File: config.mk
export PLATFORM = sky130hd
export DESIGN_NAME = substring_match_locator_flat
export DESIGN_NICKNAME = d
export VERILOG_FILES = /design/src/rtl/sml_pkg.sv /design/src/rtl/sml_text_if.sv /design/src/rtl/sml_result_if.sv /design/src/rtl/sml_cell.sv /design/src/rtl/substring_match_locator.sv /design/src/flat_wrapper.sv
export SDC_FILE = /design/constraint.sdc
export NUM_CORES = 1
export LEC_CHECK = 0
export ABC_AREA = 0
export BUFFER_PORTS_ARGS = -buffer_cell sky130_fd_sc_hd__buf_2
export CAP_MARGIN = 10
export CORE_ASPECT_RATIO = 1.75
export CORE_MARGIN = 2
export CORE_UTILIZATION = 55
export DETAILED_ROUTE_END_ITERATION = 8
export GPL_ROUTABILITY_DRIVEN = 0
export PLACE_DENSITY = 0.74
export SLEW_MARGIN = 5
export SYNTH_ARGS = -nofsm -noshare
export SYNTH_HDL_FRONTEND = slang
export SYNTH_SLANG_ARGS = --single-unit
export TNS_END_PERCENT = 30
File: constraint.sdc
create_clock -name clk -period 17.85 [get_ports clk]
set_input_delay 3.57 -clock clk [delete_from_list [all_inputs] [get_ports clk]]
set_output_delay 3.57 -clock clk [all_outputs]
set_load 0.01 [all_outputs]
File: src/rtl/sml_pkg.sv
// ----------------------------------------------------------------------------
// sml_pkg: shared constants and types for the substring match locator
// Window depth, field widths, register indexes and the text byte type.
// ----------------------------------------------------------------------------
package sml_pkg;

  localparam int MAX_PATTERN  = 8;
  localparam int POS_W        = 16;  // width of the byte and match counters
  localparam int FIELD_W      = 16;  // width of the position/count fields
  localparam int BYTE_W       = 8;
  localparam int PAT_LEN_W    = $clog2(MAX_PATTERN + 1) > 4 ? $clog2(MAX_PATTERN + 1) : 4;
  localparam int PAT_IDX_W    = MAX_PATTERN > 1 ? $clog2(MAX_PATTERN) : 1;
  localparam int PAT_W        = MAX_PATTERN * BYTE_W;
  localparam int CFG_DATA_W   = 64;
  localparam int CFG_IDX_W    = 1;

  // Configuration register indexes
  localparam logic [CFG_IDX_W-1:0] REG_PATTERN_BYTES  = 1'd0;
  localparam logic [CFG_IDX_W-1:0] REG_PATTERN_LENGTH = 1'd1;

  localparam logic [POS_W-1:0] POS_MAX = {POS_W{1'b1}};

  typedef logic [BYTE_W-1:0] byte_t;

endpackage

File: src/rtl/sml_text_if.sv
// ----------------------------------------------------------------------------
// sml_text_if: text byte channel
// Valid/ready channel carrying one text byte and its end-of-text mark.
// ----------------------------------------------------------------------------
interface sml_text_if;
  import sml_pkg::*;

  logic  valid;
  logic  ready;
  byte_t text_byte;
  logic  end_of_text;

  modport source (output valid, output text_byte, output end_of_text, input ready);
  modport sink   (input valid, input text_byte, input end_of_text, output ready);

endinterface

File: src/rtl/sml_result_if.sv
// ----------------------------------------------------------------------------
// sml_result_if: match result channel
// Valid/ready channel carrying one match or end-of-text result.
// ----------------------------------------------------------------------------
interface sml_result_if;
  import sml_pkg::*;

  logic               valid;
  logic               ready;
  logic               match_found;
  logic [FIELD_W-1:0] start_position;
  logic               text_done;
  logic [FIELD_W-1:0] match_count;

  modport source (output valid, output match_found, output start_position,
                  output text_done, output match_count, input ready);
  modport sink   (input valid, input match_found, input start_position,
                  input text_done, input match_count, output ready);

endinterface

File: src/rtl/sml_cell.sv
// ----------------------------------------------------------------------------
// sml_cell: one window slot of the search chain
// Holds one text byte, passes it on at each shift and compares the byte
// entering the slot against its pattern character.
// ----------------------------------------------------------------------------
module sml_cell (
  input  logic          clk,
  input  logic          shift_en,
  input  sml_pkg::byte_t byte_in,
  input  sml_pkg::byte_t pat_byte,
  input  logic          active,
  output sml_pkg::byte_t byte_q,
  output logic          eq
);
  import sml_pkg::*;

  // Compare against the byte that lands here on this shift; an unused
  // slot never blocks a match.
  assign eq = !active || (byte_in == pat_byte);

  always_ff @(posedge clk) begin
    if (shift_en) begin
      byte_q <= byte_in;
    end
  end

endmodule

File: src/rtl/substring_match_locator.sv
// ----------------------------------------------------------------------------
// substring_match_locator: streaming all-occurrence pattern search
// Throughput: one text byte per cycle while the result sink keeps up; the
// result is registered and shows in the cycle after its byte is accepted.
// Window compare and counters settle in the accept cycle (chain of 8 cells).
// Reset (sync, active high) clears counters, pattern registers, result valid.
module substring_match_locator (
  input  logic                          clk,
  input  logic                          rst,
  sml_text_if.sink                      text,
  sml_result_if.source                  result,
  input  logic                          cfg_we,
  input  logic [sml_pkg::CFG_IDX_W-1:0] cfg_index,
  input  logic [sml_pkg::CFG_DATA_W-1:0] cfg_data
);
  import sml_pkg::*;

  // Configuration registers
  logic [PAT_W-1:0]     pattern;
  logic [PAT_LEN_W-1:0] pat_len;

  // Per-text state
  logic [POS_W-1:0] bytes_seen;
  logic [POS_W-1:0] match_cnt;
  logic [POS_W-1:0] seen_next;
  logic [POS_W-1:0] match_cnt_next;
  logic [POS_W-1:0] start_calc;

  // Output register
  logic               res_valid;
  logic               res_match;
  logic [FIELD_W-1:0] res_start;
  logic               res_done;
  logic [FIELD_W-1:0] res_count;

  logic accept;
  logic len_ok;
  logic hit;
  logic emit;

  byte_t                  chain  [MAX_PATTERN];
  logic [MAX_PATTERN-1:0] cell_eq;

  // Input is taken whenever the output register is empty or draining this
  // cycle, so bytes stream back to back.
  assign text.ready = !res_valid || result.ready;
  assign accept     = text.valid && text.ready;

  // --------------------------------------------------------------------------
  // Cell chain. Slot 0 sees the incoming byte, slot j the byte that was j
  // transactions ago. Slot j is checked against pattern char len-1-j, so the
  // newest byte lines up with the last pattern character.
  // --------------------------------------------------------------------------
  assign chain[0] = text.text_byte;

  for (genvar j = 0; j < MAX_PATTERN; j++) begin : g_cell
    logic [PAT_IDX_W-1:0] pat_idx;
    byte_t                pat_byte;
    logic                 active;

    assign pat_idx  = PAT_IDX_W'(pat_len - PAT_LEN_W'(j) - PAT_LEN_W'(1));
    assign pat_byte = pattern[pat_idx*BYTE_W +: BYTE_W];
    assign active   = PAT_LEN_W'(j) < pat_len;

    if (j < MAX_PATTERN - 1) begin : g_mid
      sml_cell u_cell (
        .clk      (clk),
        .shift_en (accept),
        .byte_in  (chain[j]),
        .pat_byte (pat_byte),
        .active   (active),
        .byte_q   (chain[j+1]),
        .eq       (cell_eq[j])
      );
    end else begin : g_end
      // Tail slot: its byte drops out of the window on the next shift.
      sml_cell u_cell (
        .clk      (clk),
        .shift_en (accept),
        .byte_in  (chain[j]),
        .pat_byte (pat_byte),
        .active   (active),
        .byte_q   (),
        .eq       (cell_eq[j])
      );
    end
  end

  // --------------------------------------------------------------------------
  // Match decision and counters
  // --------------------------------------------------------------------------
  assign seen_next = (bytes_seen == POS_MAX) ? bytes_seen : bytes_seen + POS_W'(1);

  // Zero or overlong length never matches; bytes_seen guard keeps stale
  // window bytes from an earlier text out of the compare.
  assign len_ok = (pat_len != '0) && (pat_len <= PAT_LEN_W'(MAX_PATTERN));
  assign hit    = len_ok && (seen_next >= POS_W'(pat_len)) && (&cell_eq);
  assign emit   = hit || text.end_of_text;

  assign start_calc     = seen_next - POS_W'(pat_len) + POS_W'(1);
  assign match_cnt_next = (hit && match_cnt != POS_MAX) ? match_cnt + POS_W'(1) : match_cnt;

  always_ff @(posedge clk) begin
    if (rst) begin
      pattern <= '0;
      pat_len <= '0;
    end else if (cfg_we) begin
      unique case (cfg_index)
        REG_PATTERN_BYTES:  pattern <= cfg_data[PAT_W-1:0];
        REG_PATTERN_LENGTH: pat_len <= cfg_data[PAT_LEN_W-1:0];
        default: ;
      endcase
    end
  end

  always_ff @(posedge clk) begin
    if (rst) begin
      bytes_seen <= '0;
      match_cnt  <= '0;
    end else if (accept) begin
      if (text.end_of_text) begin
        // end of text: restart position and count for the next one
        bytes_seen <= '0;
        match_cnt  <= '0;
      end else begin
        bytes_seen <= seen_next;
        match_cnt  <= match_cnt_next;
      end
    end
  end

  // --------------------------------------------------------------------------
  // Output register: loaded only by bytes that match or end the text.
  // --------------------------------------------------------------------------
  always_ff @(posedge clk) begin
    if (rst) begin
      res_valid <= 1'b0;
    end else if (accept) begin
      res_valid <= emit;
    end else if (result.ready) begin
      res_valid <= 1'b0;
    end
  end

  always_ff @(posedge clk) begin
    if (accept && emit) begin
      res_match <= hit;
      res_start <= hit ? FIELD_W'(start_calc) : '0;
      res_done  <= text.end_of_text;
      res_count <= FIELD_W'(match_cnt_next);
    end
  end

  assign result.valid          = res_valid;
  assign result.match_found    = res_match;
  assign result.start_position = res_start;
  assign result.text_done      = res_done;
  assign result.match_count    = res_count;

`ifndef ASSERT_OFF
  // A result carrying no match must be an end-of-text result.
  a_nomatch_is_done: assert property (@(posedge clk) disable iff (rst)
    result.valid && !result.match_found |-> result.text_done)
    else $error("result with no match and no end of text");

  // A reported match has a nonzero start and a nonzero count.
  a_match_fields: assert property (@(posedge clk) disable iff (rst)
    result.valid && result.match_found |->
      result.start_position != '0 && result.match_count != '0)
    else $error("match result with zero start or count");

  // End of text restarts the per-text counters.
  a_eot_clears: assert property (@(posedge clk) disable iff (rst)
    accept && text.end_of_text |=> bytes_seen == '0 && match_cnt == '0)
    else $error("counters not cleared after end of text");

  // Reset leaves no result pending and empty counters.
  a_reset_state: assert property (@(posedge clk)
    $past(rst) |-> !res_valid && bytes_seen == '0 && match_cnt == '0)
    else $error("state not cleared by reset");
`endif

endmodule

File: src/flat_wrapper.sv
// flat-port wrapper written by rule: the top's interface ports become plain ports
module substring_match_locator_flat import sml_pkg::*;
  (clk, rst, cfg_we, cfg_index, cfg_data, text_valid, text_text_byte, text_end_of_text, text_ready, result_valid, result_match_found, result_start_position, result_text_done, result_match_count, result_ready);
  sml_text_if text_i ();
  sml_result_if result_i ();
  input  logic clk;
  input  logic rst;
  input  logic cfg_we;
  input  logic [sml_pkg::CFG_IDX_W-1:0] cfg_index;
  input  logic [sml_pkg::CFG_DATA_W-1:0] cfg_data;
  input wire logic [$bits(text_i.valid)-1:0] text_valid;
  input wire logic [$bits(text_i.text_byte)-1:0] text_text_byte;
  input wire logic [$bits(text_i.end_of_text)-1:0] text_end_of_text;
  output wire logic [$bits(text_i.ready)-1:0] text_ready;
  output wire logic [$bits(result_i.valid)-1:0] result_valid;
  output wire logic [$bits(result_i.match_found)-1:0] result_match_found;
  output wire logic [$bits(result_i.start_position)-1:0] result_start_position;
  output wire logic [$bits(result_i.text_done)-1:0] result_text_done;
  output wire logic [$bits(result_i.match_count)-1:0] result_match_count;
  input wire logic [$bits(result_i.ready)-1:0] result_ready;
  assign text_i.valid = text_valid;
  assign text_i.text_byte = text_text_byte;
  assign text_i.end_of_text = text_end_of_text;
  assign text_ready = text_i.ready;
  assign result_valid = result_i.valid;
  assign result_match_found = result_i.match_found;
  assign result_start_position = result_i.start_position;
  assign result_text_done = result_i.text_done;
  assign result_match_count = result_i.match_count;
  assign result_i.ready = result_ready;
  substring_match_locator u_core (.clk(clk), .rst(rst), .text(text_i), .result(result_i), .cfg_we(cfg_we), .cfg_index(cfg_index), .cfg_data(cfg_data));
endmodule
==> flow_summary.ini <==
[outcome]
run_status = completed

[synthesis]
synth_async_sr_flop_share_pct = 0
synthesis.area_um2 = 12100
synth_warnings = 0
syn-instance-count = 1169
ys.flop_type = sky130_fd_sc_hd__dfxtp_1
register_area_share_after_synthesis_pct = 39.2
mappedNetlistNets = 1284
count_of_cell_types_in_the_netlist = 61
ys_seq_elements = 191
yosysMostFrequentCell = sky130_fd_sc_hd__nand2_1
synth_area_leaders = sky130_fd_sc_hd__edfxtp_1 22%, sky130_fd_sc_hd__dfxtp_1 17%, sky130_fd_sc_hd__mux4_2 15%
yosys.area.top_type_share_pct = 22.4
number_of_enable_type_register_cells_in_the_synthesized_netlist = 90
synthesized_area_per_cell_um2 = 10.3
area_leader_netlist = sky130_fd_sc_hd__edfxtp_1
ys_top_cells_by_count = 163 x sky130_fd_sc_hd__nand2_1, 101 x sky130_fd_sc_hd__a21oi_1, 101 x sky130_fd_sc_hd__dfxtp_1, 99 x sky130_fd_sc_hd__xnor2_1, 90 x sky130_fd_sc_hd__edfxtp_1

[floorplanning]
row_count = 71
effective_utilization_at_floorplan_pct = 56.1
die_x_um = 116
core_um2 = 21500
io-pin-count = 115
die_area_um2 = 23200
die_h_um = 200

[final_layout]
nets = 1359
num-fill-cells = 1858
seqCellArea_um2 = 4730
antenna-diode-count = 0
drive_gt1_share_pct = 20.4
synthToLayoutAreaGrowth_pct = 11.1
multi_input_comb_area_um2 = 6890

[detailed_routing]
drt_wl_total_mm = 31.2
post-route-drc-count = 0
via_per_inst = 6.20
routed_wire_length_per_instance_um = 20.1
num_vias = 9598
drt_pass_1_iters = 5
drtIter0Drc = 618
final_antenna_net_count = 0

[clock_tree]
tritoncts_num_sinks = 191
worst_path_clk_slew_ns = 0.07
post_cts_buffers = 0
postCtsHoldBufs = 0
clock_tree.htree_level_count = 4
cts_tree = done
clock_path_buffers = 2
clock_latency_on_the_worst_skew_pair_ns = 0.46
cts_root_buf = sky130_fd_sc_hd__clkbuf_16
number_of_buffers_inserted_during_clock_tree_synthesis = 17
post_cts.resized_instances = 0

[setup_path]
r2r-start = u_core.pat_len[0]
worstSetupEndpointType = primary output
worstSetupStartpoint = result_ready
critPathArrivalTime_ns = 3.96
timing_worst_setup_path_type = primary input to primary output
timing.critical_path.from_type = primary input
critPathRequiredTime_ns = 14.28
timing.critical_path.fanout_max = 3

[sta]
skew_ns = 0.00795
finalCritPeriodShare_pct = 42.2
pins_over_their_slew_limit = 0
timing_worst_slew_pin_value_ns = 1.16
timing.slew.headroom_pct = 23.0
finalCriticalPeriod_ns = 7.53
max_clock_freq_mhz = 133
hold_violations = 0
finalSetupViolCount = 0
totalNegativeSetupSlack_ns = 0
rsz_0062_raised_after_global_routing = false

[grt]
number_of_global_route_vias_before_repair = 9444
grt.total_usage_pct = 28.4
grt_first_pass_wirelength_mm = 49.7
grt_start_max_net_pins = 101
number_of_antenna_violations_at_the_first_check_in_global_routing = 0
gr-total-overflow = 0

[run]
maximum_capacitance_violations = 0

[power_and_ir_drop]
p_leak_nw = 4.56
max-vdd-ir-drop_uv = 76.2
power_density_nw_per_um2 = 79.8
power.total_mw = 1.07

[hold_path]
hold_path_startpoint = u_core.g_cell[4].g_mid.u_cell.byte_q[2]
hold_path.class = register to register

[place]
dp_hpwl_mm = 22.5
port_buffers = 114
[cell usage in the layout, fill, tap and decap left out, types with 21 or more instances in the layout]
cell type	count
sky130_fd_sc_hd__nand2_1	163
sky130_fd_sc_hd__buf_2	114
sky130_fd_sc_hd__a21oi_1	101
sky130_fd_sc_hd__xnor2_1	99
sky130_fd_sc_hd__dfxtp_1	99
sky130_fd_sc_hd__edfxtp_1	90
sky130_fd_sc_hd__mux4_2	80
sky130_fd_sc_hd__nor2_1	74
sky130_fd_sc_hd__mux2i_1	42
sky130_fd_sc_hd__nand3_1	33
sky130_fd_sc_hd__ha_1	33
sky130_fd_sc_hd__inv_1	32
sky130_fd_sc_hd__nor3_1	29
sky130_fd_sc_hd__o21ai_0	28
sky130_fd_sc_hd__nand4_1	26
sky130_fd_sc_hd__xor2_1	26
sky130_fd_sc_hd__clkbuf_16	21
[metrics by stage]
| step | hold WS, ns | cell area (µm²) | worst slack (ns) | utilization (%) | instances |
|---|---|---|---|---|---|
| after floorplan | 0.436 | 12100 | 10.53 | - | 1169 |
| final | 0.474 | 13400 | 10.32 | 62.3 | 1549 |
| after CTS | 0.471 | 13400 | 10.31 | 62.3 | 1549 |
| after detailed placement | 0.457 | 12800 | 10.31 | 59.4 | 1517 |
| after global placement | 0.453 | 12800 | 10.32 | 59.4 | 1517 |
| after global routing | 0.485 | 13400 | 10.30 | 62.3 | 1549 |
[logic make-up after synthesis]
family / Yosys count / synth area share, %
and+or+nand+nor: 375 / 14.3
AOI/OAI and AO/OA: 208 / 10.4
DFF: 191 / 39.2
muxes: 131 / 19.3
xor gates and xnor gates: 125 / 9.08
buffers and inverters: 103 / 3.90
adders and majority gates: 36 / 3.86
[flip-flops by register name, summed over array words and instances (netlist names)]
name                               cells
u_core.pattern                        64
u_core.pat_len                         4
u_core.result.start_position          16
u_core.bytes_seen                     16
u_core.result.valid                    1
u_core.result.match_found              1
u_core.result.match_count             16
u_core.result.text_done                1
u_core.match_cnt                      16
u_core.g_cell.g_mid.u_cell.byte_q     56
[worst paths after layout]
check,endpoint,slack (ns),cells after the start
worst max-delay path,text_ready,10.32,3
worst min-delay path,u_core.g_cell[5].g_mid.u_cell.byte_q[2],0.47,0
worst max register to register,u_core.result.start_position[5],11.28,15
worst min register to register,u_core.g_cell[5].g_mid.u_cell.byte_q[2],0.47,0
[critical path, cell delays in order]
cell and delay (ns):
sky130_fd_sc_hd__buf_2 0.09, sky130_fd_sc_hd__nand2b_1 0.15, sky130_fd_sc_hd__buf_2 0.15
[layout make-up]
class                   count  share of cell area, %
clock buffers              25                   4.04
inverters                  35                  0.981
multi-input cells         875                   51.4
well taps                 292                   2.73
clock inverters             7                  0.691
flip-flops and latches    191                   35.3
repair buffers            124                   4.82
[report_power, final]
| part | switching (mW) | total (mW) | internal, mW | leakage [nW] |
|---|---|---|---|---|
| sequential | 0.0253 | 0.503 | 0.478 | 1.69 |
| clock | 0.169 | 0.409 | 0.240 | 0.312 |
| combinational | 0.0855 | 0.156 | 0.0710 | 2.56 |
[routing by layer]
| layer | track usage (%) | share of wire [%] | up-vias |
|---|---|---|---|
| met3 | 3.80 | 4.6 | 109 |
| met1 | 31.2 | 35 | 4615 |
| li1 | - | - | 4484 |
| met4 | 21.2 | 8.0 | 0 |
| met2 | 49.3 | 52 | 390 |
| met5 | 0 | 0 | - |
No activity file was read; power rests on OpenSTA's default activity.
